<file path="config.mk">
export PLATFORM = sky130hd
export DESIGN_NAME = calendar_to_epoch_seconds
export DESIGN_NICKNAME = d
export VERILOG_FILES = /design/src/rtl/ctes_pkg.sv /design/src/rtl/ctes_alu.sv /design/src/rtl/ctes_ctrl.sv /design/src/rtl/calendar_to_epoch_seconds.sv
export SDC_FILE = /design/constraint.sdc
export NUM_CORES = 1
export LEC_CHECK = 0
export ABC_CLOCK_PERIOD_IN_PS = 8950
export BUFFER_PORTS_ARGS = -buffer_cell sky130_fd_sc_hd__clkbuf_2
export CAP_MARGIN = 15
export CELL_PAD_IN_SITES_DETAIL_PLACEMENT = 1
export CELL_PAD_IN_SITES_GLOBAL_PLACEMENT = 2
export CORE_MARGIN = 3
export CORE_UTILIZATION = 40
export DETAILED_ROUTE_END_ITERATION = 10
export GPL_ROUTABILITY_DRIVEN = 0
export PLACE_DENSITY_LB_ADDON = 0.1
export SYNTH_ARGS = -nofsm -noshare
export SYNTH_HDL_FRONTEND = slang
export SYNTH_SLANG_ARGS = --single-unit
</file>
<file path="constraint.sdc">
create_clock -name clock -period 8.95 [get_ports clock]
set_input_delay 0.4475 -clock clock [delete_from_list [all_inputs] [get_ports clock]]
set_output_delay 0.4475 -clock clock [all_outputs]
set_load 0.005 [all_outputs]
</file>
<file path="src/rtl/ctes_pkg.sv">
// Shared types, constants and tables for the calendar-to-epoch converter.
`default_nettype none
package ctes_pkg;

   localparam int BASE_YEAR     = 1970;
   localparam int DAYS_PER_YEAR = 365;

   localparam int YEAR_W  = 14;
   localparam int MONTH_W = 4;
   localparam int DAY_W   = 5;
   localparam int HOUR_W  = 5;
   localparam int MIN_W   = 6;
   localparam int SEC_W   = 6;
   localparam int OUT_W   = 38;
   localparam int ACC_W   = 41;   // signed accumulator, holds total before clamping
   localparam int DAYS_W  = 24;   // signed day count before scaling to seconds

   localparam logic [YEAR_W-1:0] BASE_YEAR_V = YEAR_W'(BASE_YEAR);
   localparam logic [1:0]        BASE_MOD4   = 2'(BASE_YEAR % 4);
   localparam logic [6:0]        BASE_MOD100 = 7'(BASE_YEAR % 100);
   localparam logic [8:0]        BASE_MOD400 = 9'(BASE_YEAR % 400);

   localparam logic signed [17:0] SECS_PER_DAY  = 18'sd86400;
   localparam logic [16:0]        SECS_PER_HOUR = 17'd3600;
   localparam logic [11:0]        SECS_PER_MIN  = 12'd60;
   localparam logic [OUT_W-1:0]   OUT_MAX       = {OUT_W{1'b1}};

   typedef enum logic [3:0] {
      ST_IDLE,
      ST_YEAR,
      ST_MONTH,
      ST_DAY,
      ST_MUL,
      ST_HOUR,
      ST_MIN,
      ST_SEC,
      ST_DONE
   } state_type;

   typedef enum logic [1:0] {
      ALU_HOLD,
      ALU_CLEAR,
      ALU_ADD,
      ALU_MUL
   } alu_op_type;

   typedef struct packed {
      alu_op_type              op;
      logic signed [ACC_W-1:0] addend;
   } alu_ctl_type;

   typedef struct packed {
      logic [YEAR_W-1:0]  year;
      logic [MONTH_W-1:0] month;
      logic [DAY_W-1:0]   day;
      logic [HOUR_W-1:0]  hour;
      logic [MIN_W-1:0]   minute;
      logic [SEC_W-1:0]   second;
   } fields_type;

   typedef struct packed {
      logic idle;
      logic done;
      logic before_base;
   } status_type;

   // Month length; zero and numbers past twelve count as February.
   function automatic logic [4:0] month_len(input logic [MONTH_W-1:0] m, input logic leap);
      logic [4:0] len;
      unique case (m)
         4'd1, 4'd3, 4'd5, 4'd7, 4'd8, 4'd10, 4'd12: len = 5'd31;
         4'd4, 4'd6, 4'd9, 4'd11:                   len = 5'd30;
         default:                                   len = 5'd28 + {4'd0, leap};
      endcase
      return len;
   endfunction

endpackage
`default_nettype wire

</file>
<file path="src/rtl/ctes_alu.sv">
// Shared accumulator: add, scale days to seconds, clear.
`default_nettype none
module ctes_alu (
   input  wire logic                             clock,
   input  wire logic                             reset,
   input  wire ctes_pkg::alu_ctl_type            alu_ctl,
   output logic signed [ctes_pkg::ACC_W-1:0]     acc
);
   import ctes_pkg::*;

   logic signed [ACC_W-1:0]    acc_ff, acc_in;
   logic signed [DAYS_W-1:0]   days_s;
   logic signed [DAYS_W+17:0]  prod;

   assign days_s = signed'(acc_ff[DAYS_W-1:0]);
   assign prod   = days_s * SECS_PER_DAY;

   always_comb begin
      unique case (alu_ctl.op)
         ALU_HOLD:  acc_in = acc_ff;
         ALU_CLEAR: acc_in = '0;
         ALU_ADD:   acc_in = acc_ff + alu_ctl.addend;
         ALU_MUL:   acc_in = ACC_W'(prod);
         default:   acc_in = acc_ff;
      endcase
   end

   always_ff @(posedge clock) begin
      if (reset) begin
         acc_ff <= '0;
      end else begin
         acc_ff <= acc_in;
      end
   end

   assign acc = acc_ff;
endmodule
`default_nettype wire

</file>
<file path="src/rtl/ctes_ctrl.sv">
// Sequencer: steps years, months and time fields through the shared accumulator.
`default_nettype none
module ctes_ctrl (
   input  wire logic                  clock,
   input  wire logic                  reset,
   input  wire logic                  start,
   input  wire logic                  out_free,
   input  wire ctes_pkg::fields_type  fields,
   output ctes_pkg::alu_ctl_type      alu_ctl,
   output ctes_pkg::status_type       status
);
   import ctes_pkg::*;

   state_type          state_ff, state_in;
   logic [YEAR_W-1:0]  year_ff, year_in;
   logic [1:0]         mod4_ff, mod4_in;
   logic [6:0]         mod100_ff, mod100_in;
   logic [8:0]         mod400_ff, mod400_in;
   logic [MONTH_W-1:0] mon_ff, mon_in;
   logic               early_ff, early_in;
   logic               leap;

   // leap test on the year counter; after the year walk it is the input year
   assign leap = (mod400_ff == '0) || ((mod100_ff != '0) && (mod4_ff == '0));

   always_ff @(posedge clock) begin
      if (reset) begin
         state_ff  <= ST_IDLE;
         year_ff   <= BASE_YEAR_V;
         mod4_ff   <= BASE_MOD4;
         mod100_ff <= BASE_MOD100;
         mod400_ff <= BASE_MOD400;
         mon_ff    <= 4'd1;
         early_ff  <= 1'b0;
      end else begin
         state_ff  <= state_in;
         year_ff   <= year_in;
         mod4_ff   <= mod4_in;
         mod100_ff <= mod100_in;
         mod400_ff <= mod400_in;
         mon_ff    <= mon_in;
         early_ff  <= early_in;
      end
   end

   always_comb begin
      state_in           = state_ff;
      year_in            = year_ff;
      mod4_in            = mod4_ff;
      mod100_in          = mod100_ff;
      mod400_in          = mod400_ff;
      mon_in             = mon_ff;
      early_in           = early_ff;
      alu_ctl.op         = ALU_HOLD;
      alu_ctl.addend     = '0;
      status.idle        = 1'b0;
      status.done        = 1'b0;
      status.before_base = early_ff;

      unique case (state_ff)
         ST_IDLE: begin
            status.idle = 1'b1;
            if (start) begin
               year_in    = BASE_YEAR_V;
               mod4_in    = BASE_MOD4;
               mod100_in  = BASE_MOD100;
               mod400_in  = BASE_MOD400;
               mon_in     = 4'd1;
               early_in   = 1'b0;
               alu_ctl.op = ALU_CLEAR;
               state_in   = ST_YEAR;
            end
         end
         ST_YEAR: begin
            priority if (fields.year < BASE_YEAR_V) begin
               early_in = 1'b1;
               state_in = ST_DONE;
            end else if (year_ff < fields.year) begin
               alu_ctl.op     = ALU_ADD;
               alu_ctl.addend = ACC_W'(DAYS_PER_YEAR) + ACC_W'(leap);
               year_in        = year_ff + 1'b1;
               mod4_in        = mod4_ff + 1'b1;
               mod100_in      = (mod100_ff == 7'd99)  ? '0 : mod100_ff + 1'b1;
               mod400_in      = (mod400_ff == 9'd399) ? '0 : mod400_ff + 1'b1;
            end else begin
               state_in = ST_MONTH;
            end
         end
         ST_MONTH: begin
            if (mon_ff < fields.month) begin
               alu_ctl.op     = ALU_ADD;
               alu_ctl.addend = ACC_W'(month_len(mon_ff, leap));
               mon_in         = mon_ff + 1'b1;
            end else begin
               state_in = ST_DAY;
            end
         end
         ST_DAY: begin
            // day zero gives minus one
            alu_ctl.op     = ALU_ADD;
            alu_ctl.addend = ACC_W'(fields.day) - ACC_W'(1);
            state_in       = ST_MUL;
         end
         ST_MUL: begin
            alu_ctl.op = ALU_MUL;
            state_in   = ST_HOUR;
         end
         ST_HOUR: begin
            alu_ctl.op     = ALU_ADD;
            alu_ctl.addend = ACC_W'({12'd0, fields.hour} * SECS_PER_HOUR);
            state_in       = ST_MIN;
         end
         ST_MIN: begin
            alu_ctl.op     = ALU_ADD;
            alu_ctl.addend = ACC_W'({6'd0, fields.minute} * SECS_PER_MIN);
            state_in       = ST_SEC;
         end
         ST_SEC: begin
            alu_ctl.op     = ALU_ADD;
            alu_ctl.addend = ACC_W'(fields.second);
            state_in       = ST_DONE;
         end
         ST_DONE: begin
            status.done = 1'b1;
            if (out_free) begin
               state_in = ST_IDLE;
            end
         end
         default: begin
            state_in = ST_IDLE;
         end
      endcase
   end
endmodule
`default_nettype wire

</file>
<file path="src/rtl/calendar_to_epoch_seconds.sv">
// Top level: Gregorian date and time to seconds since January 1, 1970.
// Flow: a year walk (one accumulator add per elapsed year since 1970), a month
//   walk, the day, the scale to seconds, then hour, minute and second; a year
//   before 1970 skips straight to the result with before_base set.
// Throughput: one word at a time; req_tready returns the cycle after the
//   result is loaded into the output register.
// Reset: synchronous, active high; clears the sequencer and the output valid.
`default_nettype none
module calendar_to_epoch_seconds (
   input  wire logic        clock,
   input  wire logic        reset,
   // request word
   input  wire logic        req_tvalid,
   output logic             req_tready,
   input  wire logic [39:0] req_tdata,   // year[13:0], month[17:14], day[22:18],
                                         // hour[27:23], minute[33:28], second[39:34]
   // result word
   output logic             rsp_tvalid,
   input  wire logic        rsp_tready,
   output logic [39:0]      rsp_tdata,   // epoch_seconds[37:0], zero pad [39:38]
   output logic             rsp_tuser    // before_base
);
   import ctes_pkg::*;

   fields_type              fields_ff, fields_in;
   alu_ctl_type             alu_ctl;
   status_type              status;
   logic signed [ACC_W-1:0] acc;
   logic                    accept;
   logic                    out_free;
   logic                    load;
   logic [OUT_W-1:0]        clamped;

   logic                    rsp_valid_ff, rsp_valid_in;
   logic [OUT_W-1:0]        rsp_secs_ff, rsp_secs_in;
   logic                    rsp_flag_ff, rsp_flag_in;

   assign req_tready = status.idle;
   assign accept     = req_tvalid && req_tready;

   // unpack request word
   always_comb begin
      fields_in = fields_ff;
      if (accept) begin
         fields_in.year   = req_tdata[13:0];
         fields_in.month  = req_tdata[17:14];
         fields_in.day    = req_tdata[22:18];
         fields_in.hour   = req_tdata[27:23];
         fields_in.minute = req_tdata[33:28];
         fields_in.second = req_tdata[39:34];
      end
   end

   always_ff @(posedge clock) begin
      fields_ff <= fields_in;
   end

   ctes_ctrl u_ctrl (
      .clock    (clock),
      .reset    (reset),
      .start    (accept),
      .out_free (out_free),
      .fields   (fields_ff),
      .alu_ctl  (alu_ctl),
      .status   (status)
   );

   ctes_alu u_alu (
      .clock   (clock),
      .reset   (reset),
      .alu_ctl (alu_ctl),
      .acc     (acc)
   );

   // negative totals (day zero on the base date) clamp to zero, overflow to max
   always_comb begin
      priority if (acc[ACC_W-1]) begin
         clamped = '0;
      end else if (acc[ACC_W-2:0] > (ACC_W-1)'(OUT_MAX)) begin
         clamped = OUT_MAX;
      end else begin
         clamped = acc[OUT_W-1:0];
      end
   end

   // output register: holds the result while the sink stalls
   assign out_free = !rsp_valid_ff || rsp_tready;
   assign load     = status.done && out_free;

   always_comb begin
      rsp_valid_in = rsp_valid_ff;
      rsp_secs_in  = rsp_secs_ff;
      rsp_flag_in  = rsp_flag_ff;
      if (load) begin
         rsp_valid_in = 1'b1;
         rsp_secs_in  = status.before_base ? '0 : clamped;
         rsp_flag_in  = status.before_base;
      end else if (rsp_tready) begin
         rsp_valid_in = 1'b0;
      end
   end

   always_ff @(posedge clock) begin
      if (reset) begin
         rsp_valid_ff <= 1'b0;
      end else begin
         rsp_valid_ff <= rsp_valid_in;
      end
      rsp_secs_ff <= rsp_secs_in;
      rsp_flag_ff <= rsp_flag_in;
   end

   assign rsp_tvalid = rsp_valid_ff;
   assign rsp_tdata  = {2'b00, rsp_secs_ff};
   assign rsp_tuser  = rsp_flag_ff;
endmodule
`default_nettype wire

</file>
After elaboration in Yosys (flattened, before gate mapping) --
Cells that the tools add are included.
Cells by class: $add $sub $neg 9, $mul 3, magnitude comparators 4, eq/ne operators 32, muxes and demuxes 42, reduce and logical (&&, ||, !) cells 22
Operators by type and width (number):
- $pmux 41 s6 | 1
- $mux 43 | 3
- $pmux 41 s3 | 1
- $mux 14 | 3
- $add 41x41->41 | 1
- $gt 40x38->1 const B | 1
- $mux 38 | 1
- $mux 9 | 4
- $pmux 4 s9 | 1
- $mul 24x11->34 const B | 1
- $eq 4x3->1 const B | 8
- $mux 7 | 4
- $pmux 14 s2 | 1
- $eq 4x4->1 const B | 6
- $mux 4 | 6
- $pmux 9 s2 | 1
- $add 14x1->14 const B | 1
- $lt 14x11->1 const B | 1
- $lt 14x14->1 | 1
- $pmux 7 s2 | 1
- $mul 5x8->13 const B | 1
- $eq 4x2->1 const B | 3
- $add 9x1->10 const A | 1
- $mul 6x4->10 const B | 1
- 35 further kinds | 59
Word-level totals: flip-flop bits (word level) 162, output and inout port bits 43

Logic depth before layout (Yosys ltp) --
Gate-level depths: netlist (run 1).
depth after elaboration 9, gate-level depth with buffers 23

By module --
From an unflattened synthesis (run 1), not the netlist that was laid out.
Unflattened totals: cells, all modules 1743, area total of the unflattened synthesis 15720.1 sq um
By module, submodules not included:
- ctes_alu | instances 1, cells an instance 1043, area each 8480.6 sq um, sequential area each 820.8 sq um
- ctes_ctrl | instances 1, cells an instance 564, area each 4446.8 sq um, sequential area each 820.8 sq um
- calendar_to_epoch_seconds | instances 1, cells an instance 136, area each 2792.7 sq um, sequential area each 2392.3 sq um

Least setup slack after synthesis (run 1) --
No wires, ideal clock.
path type register -> register, start point reg fields_ff[6] (netlist name), end point reg u_alu.acc_ff[36] (netlist: u_alu.acc[36]), library setup time 0.128 ns, data arrival time 4.921 ns, path slack 3.902 ns, cell stages (with the launch flop) 24, buffers on the path 0, period minus slack after synthesis 5.048 ns, path through edfxtp_1 -> fa_1 -> inv_1 -> fa_1 -> inv_1 -> ha_1 -> a21o_1 -> a21oi_1 -> o21bai_1 -> a21oi_1 -> o21bai_1 -> a21oi_1 -> xnor2_1 -> a221o_1 -> ha_1 -> a21oi_1 -> o21ai_0 -> a22o_1 -> a21o_1 -> o31ai_1 -> o21ai_1 -> xnor2_1 -> a222oi_1 -> nor2_1
Between the ends: longest elaborated chain between the ends 4
Ends and longest elaborated chain:
- start, declared | line calendar_to_epoch_seconds.sv:25 | fields_type fields_ff, fields_in;
- start signal, assigned | line calendar_to_epoch_seconds.sv:55 | fields_ff <= fields_in;
- $mul 6x4->10 | line ctes_ctrl.sv:115 | alu_ctl.addend = ACC_W'({6'd0, fields.minute} * SECS_PER_MIN);
- $pmux 41 s6 | line ctes_ctrl.sv:60 | unique case (state_ff)
- $add 41x41->41 | line ctes_alu.sv:22 | ALU_ADD: acc_in = acc_ff + alu_ctl.addend;
- $pmux 41 s3 | line ctes_alu.sv:19 | unique case (alu_ctl.op)
- end signal, assigned | line ctes_alu.sv:32 | acc_ff <= acc_in;
- end, declared | line ctes_alu.sv:11 | logic signed [ACC_W-1:0] acc_ff, acc_in;
Every way passes these cells. A chain may end at the register's enable or synchronous reset.

Worst setup path after layout (run 1) --
Same ends and word-level chain as after synthesis.

==> results_dict.tcl, run 1 <==
set metrics [dict create \
    outcome "completed" \
    critPathMaxFanout 6 \
    fin_crit_ns 5.71 \
    finalCritPeriodShare 0.638 \
    hpwl_um 32700 \
    cts_setup_buffers 0 \
    fmax_mhz 175 \
    tightest_slew_ns 1.01 \
    clkPwrFrac 0.238 \
    p_comb_frac 0.452 \
    die_area_mm2 0.0396 \
    grt_pass1_vias 12575 \
    core-area_mm2 0.0367 \
    cpMostUsedCell "a21oi_1" \
    worstSkewPairLatency_ns 0.45 \
    fin_nets 2030 \
    total_leakage_power_nw 7.87 \
    row_count 70 \
    htree_levels 4 \
    grt_max_degree 58 \
    p_sw_mw 1.30 \
    yosys_warnings 0 \
    crit_chain "fa_1, inv_1, fa_1, inv_1, ha_1, a21o_1, a21oi_1, o21bai_1, a21oi_1, o21bai_1, a21oi_1, xnor2_1, a221o_1, ha_1, a21oi_1, o21ai_0, a22o_1, a21o_1, o31ai_1, o21ai_1, xnor2_1, a222oi_1, nor2_1" \
    die_y_um 199 \
    path_buf_inv 2 \
    cts_tree "built" \
    diodes 0 \
    power_per_cell_area_mw_per_mm2 188 \
    synth_area_mm2 0.0149 \
    finalSetupTns_ns 0 \
    synth_flop_cell "dfxtp_1" \
    cts_buffers 17 \
    required_ns 9.26 \
    dpl_worst_slack_ns 3.24 \
    worstHoldPathType "primary input to flop" \
    async_reset_ff_frac 0 \
    hold_depth 1 \
    die_w_um 199 \
    cts_buffer_depth 2 \
    crit_family "compound AO/OA/AOI/OAI gates" \
    ant_nets 0 \
    layout-drive-gt1-share 0.0960 \
    layout_setup_ws_ns 3.24 \
    arrival_ns 6.02 \
    cts_resized 0 \
    syn-instance-count 1632 \
    viasPerCell 5.44 \
    power_frac_seq 0.310 \
    hold_buffers 0 \
    slew_violations 0 \
    p_sw_frac 0.424 \
    max-cap-violations 0 \
    clock-sinks 162 \
    ys_seq_elements 162 \
    syn_avg_cell_area_um2 9.13 \
    drtPass1Iterations 7 \
    synth_top_area_cell "ha_1" \
    cp-start-kind "flop" \
    final_hold_viol_count 0 \
    worstSetupPathType "flop to flop" \
    grt_remaining_overflow 0 \
    slowest_stage "fa_1" \
    antenna_found_initial 0 \
    synth_cell_types 91 \
    regArea_mm2 0.00403 \
    intPower_mw 1.77 \
    fillCellCount 4244 \
    initial_core_util 0.406 \
    track_usage 0.217 \
    ios 87 \
    wire_per_inst_um 19.0 \
    crit_cells 23 \
    initialDrtViolationCount 483 \
    port_buffers 84 \
    rsz0062_at_grt "false" \
    cts_root_buf "clkbuf_16" \
    drc_errors 0 \
    synth_top_area_share 0.178 \
    multiInputGateArea_mm2 0.00972 \
    finalWirelength_um 41400 \
    ir_drop_mv 0.141 \
    synth-edff-count 79 \
    synth_area_leaders "ha_1 (18%), edfxtp_1 (16%), dfxtp_1 (11%)" \
    cp_slowest_stage_delay_ns 0.59 \
    slew_headroom 0.327 \
    area_delta_synth_final_pct 9.45 \
    skew_ns 0.00690 \
    vias 11833 \
    r2r.worst_path.cells 23 \
    grt_first_pass_wirelength_um 67400 \
    end_kind "flop" \
    setup_viol 0 \
    clk_transition_reported_paths_ns 0.07 \
    yosysSeqAreaShare 0.271 \
]
## per-layer routing
| layer | wire [um] | global-route usage |
|---|---|---|
| met5 | 0 | 0 |
| met4 | 624 | 0.0479 |
| met3 | 882 | 0.0285 |
| met2 | 20900 | 0.393 |
| met1 | 19000 | 0.276 |
## layout make-up
| cell class | count | area share |
|---|---|---|
| Clock buffer | 19 | 0.0265 |
| Sequential cell | 162 | 0.247 |
| Clock inverter | 13 | 0.00775 |
| Inverter | 243 | 0.0559 |
| Multi-Input combinational cell | 1177 | 0.596 |
| Timing Repair Buffer | 95 | 0.0308 |
| Tap cell | 468 | 0.0359 |
## path summary, 6_finish.rpt
path | startpoint | end | slack, ns
setup / recovery | fields_ff[6]$_DFFE_PP_ | u_alu.acc[36]$_SDFFE_PP0P_ | 3.24
setup reg to reg | fields_ff[6]$_DFFE_PP_ | u_alu.acc[36]$_SDFFE_PP0P_ | 3.24
hold / removal | req_tdata[28] | fields_ff[6]$_DFFE_PP_ | 0.17
hold reg to reg | u_alu.acc[38]$_SDFFE_PP0P_ | u_alu.acc[38]$_SDFFE_PP0P_ | 0.48
## synthesized netlist by cell type, drive strengths merged, types with 43 or more instances
cell	instances
nand2	111
xor2	44
dfxtp	83
o21ai	70
ha	212
xnor2	54
inv	242
fa	78
edfxtp	79
a21oi	113
o21a	43
nor2	109
## worst register-to-register path, cell delays in order (launching register included)
cell	delay, ns
edfxtp_1	0.44
fa_1	0.59
inv_1	0.06
fa_1	0.51
inv_1	0.05
ha_1	0.27
a21o_1	0.18
a21oi_1	0.22
o21bai_1	0.09
a21oi_1	0.22
o21bai_1	0.09
a21oi_1	0.18
xnor2_1	0.09
a221o_1	0.37
ha_1	0.37
a21oi_1	0.16
o21ai_0	0.16
a22o_1	0.21
a21o_1	0.17
o31ai_1	0.51
o21ai_1	0.20
xnor2_1	0.16
a222oi_1	0.21
nor2_1	0.06
## flip-flops by register name, summed over array words and instances (netlist names)
signal	cells
fields_ff	40
rsp_secs_ff	38
rsp_tuser	1
rsp_tvalid	1
u_alu.acc	41
u_ctrl.early_ff	1
u_ctrl.mod100_ff	7
u_ctrl.mod400_ff	9
u_ctrl.mod4_ff	2
u_ctrl.mon_ff	4
u_ctrl.state_ff	4
u_ctrl.year_ff	14
## through the flow
step	hold slack, ns	power, mW	cell area, um2	utilization	instances
detailed placement	0.477	2.37	15800	0.429	2145
floorplan	0.432	1.97	14900	-	1633
CTS	0.144	3.13	16300	0.444	2177
finish	0.169	3.06	16300	0.444	2177
global route	0.141	3.34	16300	0.444	2177
global placement	0.464	2.34	15800	0.429	2145
## placed cells by master (no fill, tap or decap), types with 8 or more instances in the layout
cell type  synthesis  routed
o21bai_1          17      17
a21o_1            34      34
a31oi_1            8       8
nand4_1           20      20
nor3_1            28      28
nand3_1           32      32
nand2_1          110     110
clkbuf_16          0      17
ha_1             212     212
nor2_1           106     104
edfxtp_1          79      79
a21oi_1          112     112
xnor2_1           54      54
o21ai_1           18      18
a211oi_1          10      10
dfxtp_1           83      83
o21a_1            43      43
fa_1              78      78
a222oi_1          11      11
nor2b_1           10       9
and3_1            17      17
or3_1              8       8
o211ai_1          20      20
a22oi_1           25      25
o21ai_0           49      49
xor2_1            44      44
buf_4              4      11
nand2b_1          12      12
inv_1            241     240
clkbuf_2           1      84
## cells by family after synthesis
| family | count (synthesis) | share of synthesized area |
|---|---|---|
| flip-flops | 162 | 0.271 |
| adder cells (fa/ha/maj) | 290 | 0.283 |
| AND/OR/NAND/NOR | 376 | 0.121 |
| buffers and inverters | 294 | 0.0791 |
| AO/OA/AOI/OAI | 408 | 0.186 |
| XOR/XNOR | 98 | 0.0576 |
| multiplexers | 3 | 0.00218 |
| other | 1 | 0.000252 |
## power groups by stage
stage	sequential [mW]	combinational, mW	clock, mW
2_1_floorplan	0.926	1.05	0
3_3_place_gp	0.966	1.37	0
3_5_place_dp	0.969	1.40	0
4_1_cts	0.953	1.42	0.758
5_1_grt	0.962	1.59	0.789
6_report	0.950	1.39	0.729
(Power assumes the default switching activity.)
==> inputs of run 2 (changes only) <==
--- a/config.mk
+++ b/config.mk
@@ -5,7 +5,7 @@
 export SDC_FILE = /design/constraint.sdc
 export NUM_CORES = 1
 export LEC_CHECK = 0
-export ABC_CLOCK_PERIOD_IN_PS = 8950
+export ABC_CLOCK_PERIOD_IN_PS = 5600
 export BUFFER_PORTS_ARGS = -buffer_cell sky130_fd_sc_hd__clkbuf_2
 export CAP_MARGIN = 15
 export CELL_PAD_IN_SITES_DETAIL_PLACEMENT = 1
==> constraint.sdc (replaced) <==
create_clock -name clock -period 5.6 [get_ports clock]
set_input_delay 0.28 -clock clock [delete_from_list [all_inputs] [get_ports clock]]
set_output_delay 0.28 -clock clock [all_outputs]
set_load 0.005 [all_outputs]
==> results_dict.tcl, run 2 (synthesis results as in run 1) <==
set metrics [dict create \
    grt_remaining_overflow 0 \
    intPower_mw 2.98 \
    outcome "completed" \
    cts_buffer_depth 2 \
    final_area_mm2 0.0171 \
    ant_nets 0 \
    hold_depth 1 \
    vias 12264 \
    fin_nets 2106 \
    grt_first_pass_wirelength_um 70900 \
    wl_met3_um 1230 \
    most-common-layout-cells "inv_1 (239), ha_1 (211), nand2_1 (110), a21oi_1 (110), nor2_1 (104)" \
    drc_errors 0 \
    p_sw_mw 2.19 \
    met2_wirelength_um 22100 \
    port_buffers 84 \
    skew_ns 0.0103 \
    crit_chain "fa_1, ha_1, ha_1, ha_1, a21oi_1, o21bai_1, a21oi_1, xnor2_1, o21ai_0, ha_1, a21oi_1, o211ai_1, a32oi_1, or3_1, o21ba_2, o31ai_2, xor2_1, a22oi_1, a21oi_1" \
    worstHoldPathType "primary input to flop" \
    total_leakage_power_nw 8.26 \
    clock-sinks 162 \
    instances_no_fill 2253 \
    hold_ws_ns 0.0248 \
    cts_tree "built" \
    rrSetupSlack_ns 0.29 \
    cp_slowest_stage_delay_ns 0.52 \
    die_w_um 199 \
    clkPwrFrac 0.245 \
    finalWirelength_um 44200 \
    r2r.worst_path.cells 19 \
    initial_core_util 0.406 \
    regToRegEndpoint "u_alu.acc[39]$_SDFFE_PP0P_" \
    grt_pass1_vias 13034 \
    dpl_worst_slack_ns 0.0471 \
    power_per_cell_area_mw_per_mm2 302 \
    die_y_um 199 \
    core-area_mm2 0.0367 \
    cp-start-kind "flop" \
    area_delta_synth_final_pct 14.7 \
    largest_reg_flops 41 \
    fmax_mhz 188 \
    dr.max_layer_used "met5" \
    max-cap-violations 0 \
    antenna_found_initial 1 \
    fillCellCount 4261 \
    layout_setup_ws_ns 0.292 \
    finalSetupTns_ns 0 \
    tightest_slew_ns 0.951 \
    hpwl_um 34600 \
    fin_total_pwr_mw 5.17 \
    path_buf_inv 0 \
    power_frac_seq 0.293 \
    track_usage 0.230 \
    crit_family "compound AO/OA/AOI/OAI gates" \
    row_count 70 \
    holdPathEnd "fields_ff[16]$_DFFE_PP_" \
    wl_met1_um 19900 \
    initialDrtViolationCount 567 \
    diodes 0 \
    required_ns 5.98 \
    slew_violations 0 \
    cts_root_buf "clkbuf_16" \
    ios 87 \
    post_dp_cell_area_mm2 0.0160 \
    die_area_mm2 0.0396 \
    p_sw_frac 0.424 \
    final_hold_viol_count 0 \
    slew_headroom 0.366 \
    drtPass1Iterations 5 \
    grt_max_degree 58 \
    htree_levels 4 \
    worstSetupPathType "flop to flop" \
    final_common_cell "inv_1" \
    arrival_ns 5.68 \
    slowest_stage "edfxtp_1" \
    layout-drive-gt1-share 0.121 \
    end_kind "flop" \
    finalCritPeriodShare 0.948 \
    worstSkewPairLatency_ns 0.45 \
    wire_per_inst_um 19.6 \
    critPathMaxFanout 6 \
    rr_startpoint "fields_ff[14]$_DFFE_PP_" \
    viasPerCell 5.44 \
    hp-start "req_tdata[27]" \
    setup_viol 0 \
    cts_buffers 17 \
    ir_drop_mv 0.206 \
    clk_transition_reported_paths_ns 0.07 \
    dp.cells 2181 \
    final_util 0.466 \
    fin_crit_ns 5.31 \
    p_comb_frac 0.462 \
]
-- run 2: changes by cell type in the layout (fill, tap and decap cells not counted), sizes merged --
cell,previous run,this run
clkbuf,103,104
clkinvlp,2,1
buf,11,48
inv,248,251
dlygate4sd3,0,39
clkinv,5,2
-- run 2: worst max-delay path by stage --
| stage | from | to | slack, ns | cells after the start |
|---|---|---|---|---|
| 3_5_place_dp | fields_ff[6]$_DFFE_PP_ | u_alu.acc[38]$_SDFFE_PP0P_ | 0.05 | 23 |
| 2_1_floorplan | fields_ff[6]$_DFFE_PP_ | u_alu.acc[36]$_SDFFE_PP0P_ | 0.55 | 23 |
| 4_1_cts | fields_ff[6]$_DFFE_PP_ | u_alu.acc[39]$_SDFFE_PP0P_ | 0.06 | 23 |
| 6_report | fields_ff[14]$_DFFE_PP_ | u_alu.acc[39]$_SDFFE_PP0P_ | 0.29 | 19 |
| 5_1_grt | fields_ff[6]$_DFFE_PP_ | u_alu.acc[27]$_SDFFE_PP0P_ | -0.02 | 22 |
| 3_3_place_gp | fields_ff[6]$_DFFE_PP_ | u_alu.acc[38]$_SDFFE_PP0P_ | 0.15 | 23 |
-- run 2: layer usage --
metal  up-vias  GRT usage
met5         -          0
met4         2     0.0583
met3        48     0.0300
met2       175      0.415
met1      6071      0.289
li1       5968          -
-- run 2: repair_timing --
| action | in CTS | in global routing |
|---|---|---|
| pin swaps | 0 | 2 |
| hold buffers | 39 | 0 |
| hold endpoints to repair | 39 | 0 |
| setup buffers | 0 | 1 |
| resized for setup | 1 | 16 |
| setup endpoints to repair | 1 | 19 |
-- run 2: layout make-up --
type,instances,area (um2),share of cell area
Clock buffer,20,479,0.0280
Clock inverter,12,129,0.00754
Inverter,243,916,0.0536
Multi-Input combinational cell,1177,9780,0.572
Sequential cell,162,4040,0.236
Tap cell,468,586,0.0342
Timing Repair Buffer,171,1170,0.0685
-- run 2: power by group through the flow --
stage | sequential [mW] | combinational, mW | clock, mW
CTS | 1.51 | 2.40 | 1.30
finish | 1.51 | 2.39 | 1.27
global route | 1.53 | 2.70 | 1.34
detailed placement | 1.54 | 2.35 | 0
global placement | 1.54 | 2.31 | 0
floorplan | 1.48 | 1.67 | 0
==> inputs of run 3 (changes only) <==
--- a/config.mk
+++ b/config.mk
@@ -5,13 +5,14 @@
 export SDC_FILE = /design/constraint.sdc
 export NUM_CORES = 1
 export LEC_CHECK = 0
+export ABC_AREA = 1
 export ABC_CLOCK_PERIOD_IN_PS = 5600
 export BUFFER_PORTS_ARGS = -buffer_cell sky130_fd_sc_hd__clkbuf_2
 export CAP_MARGIN = 15
 export CELL_PAD_IN_SITES_DETAIL_PLACEMENT = 1
 export CELL_PAD_IN_SITES_GLOBAL_PLACEMENT = 2
-export CORE_MARGIN = 3
-export CORE_UTILIZATION = 40
+export CORE_MARGIN = 2
+export CORE_UTILIZATION = 37
 export DETAILED_ROUTE_END_ITERATION = 10
 export GPL_ROUTABILITY_DRIVEN = 0
 export PLACE_DENSITY_LB_ADDON = 0.1
==> results_dict.tcl, run 3 <==
set metrics [dict create \
    arrival_ns 5.42 \
    grt_remaining_overflow 0 \
    async_reset_ff_frac 0 \
    worstSetupPathType "flop to flop" \
    die_area_mm2 0.0464 \
    syn-instance-count 2311 \
    wire_per_inst_um 18.1 \
    cts_buffers 17 \
    largest_reg_flops 41 \
    drtPass1Iterations 5 \
    worstHoldPathType "primary input to flop" \
    grt_pass1_vias 16300 \
    fin_nets 2779 \
    drc_errors 0 \
    final_hold_viol_count 0 \
    yosys_warnings 0 \
    clock-sinks 162 \
    worstSkewPairLatency_ns 0.49 \
    track_usage 0.247 \
    hpwl_um 44800 \
    slew_headroom 0.372 \
    grt_max_degree 43 \
    synth_mux_area_frac 0 \
    antenna_found_initial 0 \
    skew_ns 0.0161 \
    regArea_mm2 0.00403 \
    critPathMaxFanout 5 \
    die_w_um 215 \
    core-area_mm2 0.0441 \
    synthXorXnorAreaFrac 0.0201 \
    synth_most_common_cell "nand2_1" \
    clk_transition_reported_paths_ns 0.06 \
    tightest_slew_ns 0.941 \
    setup_viol 0 \
    fillCellCount 5690 \
    diodes 0 \
    cts_buffer_depth 2 \
    yosysSeqAreaShare 0.244 \
    ys_seq_elements 162 \
    area_delta_synth_final_pct 13.1 \
    finalWirelength_um 55100 \
    layout-drive-gt1-share 0.0732 \
    instances_no_fill 3050 \
    fmax_mhz 197 \
    initial_core_util 0.375 \
    yosys-top-cells-count "nand2_1 (530), inv_1 (505), ha_1 (212), nor2_1 (197), a21oi_1 (160)" \
    cts_tree "built" \
    htree_levels 4 \
    finalCritPeriodShare 0.908 \
    synth_flop_cell "dfxtp_1" \
    total_leakage_power_nw 9.87 \
    final_common_cell "nand2_1" \
    syn_avg_cell_area_um2 7.15 \
    synth_cell_types 48 \
    rsz0062_at_grt "false" \
    required_ns 5.94 \
    multiInputGateArea_mm2 0.0104 \
    finalSetupTns_ns 0 \
    ir_drop_mv 0.566 \
    synth_area_leaders "ha_1 (16%), edfxtp_1 (14%), nand2_1 (12%)" \
    port_buffers 84 \
    slew_violations 0 \
    die_y_um 215 \
    grt_first_pass_wirelength_um 88500 \
    outcome "completed" \
    row_count 77 \
    dp.cells 2978 \
    cp-start-kind "flop" \
    synth-edff-count 79 \
    yosys.area_share.simple 0.254 \
    fin_crit_ns 5.08 \
    ios 87 \
    power_per_cell_area_mw_per_mm2 348 \
    end_kind "flop" \
    viasPerCell 4.95 \
    cts_setup_buffers 0 \
    vias 15107 \
    initialDrtViolationCount 657 \
    ant_nets 0 \
    synth-compound-area-share 0.100 \
    synth_top_area_cell "ha_1" \
    synth_top_family_by_area "adder cells" \
    synth_top_area_share 0.161 \
    synthAdderAreaFrac 0.255 \
    max-cap-violations 0 \
    most-common-layout-cells "nand2_1 (530), inv_1 (504), ha_1 (212), nor2_1 (195), a21oi_1 (160)" \
    synth_area_mm2 0.0165 \
    cts_root_buf "clkbuf_16" \
]
==> run 3: routing by layer <==
| layer | routed length [um] | track usage | up-vias | part of all wire |
|---|---|---|---|---|
| li1 | - | - | 7597 | - |
| met4 | 1350 | 0.0766 | 0 | 0.024 |
| met3 | 1450 | 0.0343 | 63 | 0.026 |
| met2 | 27300 | 0.442 | 176 | 0.50 |
| met1 | 25000 | 0.307 | 7271 | 0.45 |
| met5 | 0 | 0 | - | 0 |
==> run 3: what timing repair did <==
| item | CTS | global route |
|---|---|---|
| endpoints found under the setup margin | 0 | 3 |
| gates resized for setup | 0 | 2 |
| endpoints found under the hold margin | 40 | 0 |
| hold buffers | 40 | 0 |
==> run 3: path summary, 6_finish.rpt <==
path	from	to	slack (ns)	cells after the start
max reg2reg	fields_ff[9]$_DFFE_PP_	u_alu.acc[29]$_SDFFE_PP0P_	0.52	26
min reg2reg	u_ctrl.early_ff$_SDFFE_PP0P_	rsp_tuser$_DFFE_PP_	0.46	0
max	fields_ff[9]$_DFFE_PP_	u_alu.acc[29]$_SDFFE_PP0P_	0.52	26
min	rsp_tready	rsp_tvalid$_SDFFE_PP0P_	0.20	4
==> run 3: kinds of logic after synthesis <==
| kind of cell | count (synthesis) |
|---|---|
| AOI/OAI and AO/OA | 302 |
| xor gates and xnor gates | 38 |
| adders and majority gates | 290 |
| buffers and inverters | 544 |
| DFF | 162 |
| other | 1 |
| and+or+nand+nor | 974 |
==> run 3: stage by stage <==
step	setup slack, ns	utilization	hold slack [ns]	power, mW	area [um2]
after global placement	0.508	0.401	0.437	5.19	17700
after global routing	0.0379	0.424	0.230	7.16	18700
after detailed placement	0.391	0.401	0.459	5.30	17700
after floorplan	1.36	-	0.349	4.27	16500
final	0.518	0.424	0.204	6.50	18700
after CTS	0.374	0.423	0.170	6.61	18700
==> run 3: report_power, final <==
part	switching [mW]	internal, mW
clock network	0.587	0.647
registers	0.195	1.55
logic	2.34	1.19
==> run 3: final cells by class <==
type | count | share of cell area
clock inverter | 12 | 0.00549
timing repair buffer | 147 | 0.0531
multi-input combinational | 1606 | 0.557
tap | 592 | 0.0396
inverter | 511 | 0.103
clock buffer | 20 | 0.0262
sequential | 162 | 0.216
==> run 3: worst max-delay path: stages (launching register included) <==
cell and delay, ns:
edfxtp_1 0.37, clkinvlp_4 0.20, fa_1 0.49, fa_1 0.52, inv_1 0.04, ha_1 0.32
inv_1 0.08, nor2_1 0.05, o21a_1 0.17, o21ai_0 0.22, nand2_1 0.08, a21oi_1 0.16
xor2_1 0.10, o21ai_0 0.38, ha_1 0.37, nand2_1 0.09, nand2_1 0.08, a21oi_1 0.22
nand2_1 0.12, nand2_1 0.07, nand3_1 0.24, nand2_1 0.17, nand3b_1 0.10, nand2_1 0.09
nor2_1 0.04, nor2_1 0.12, nor2_1 0.04
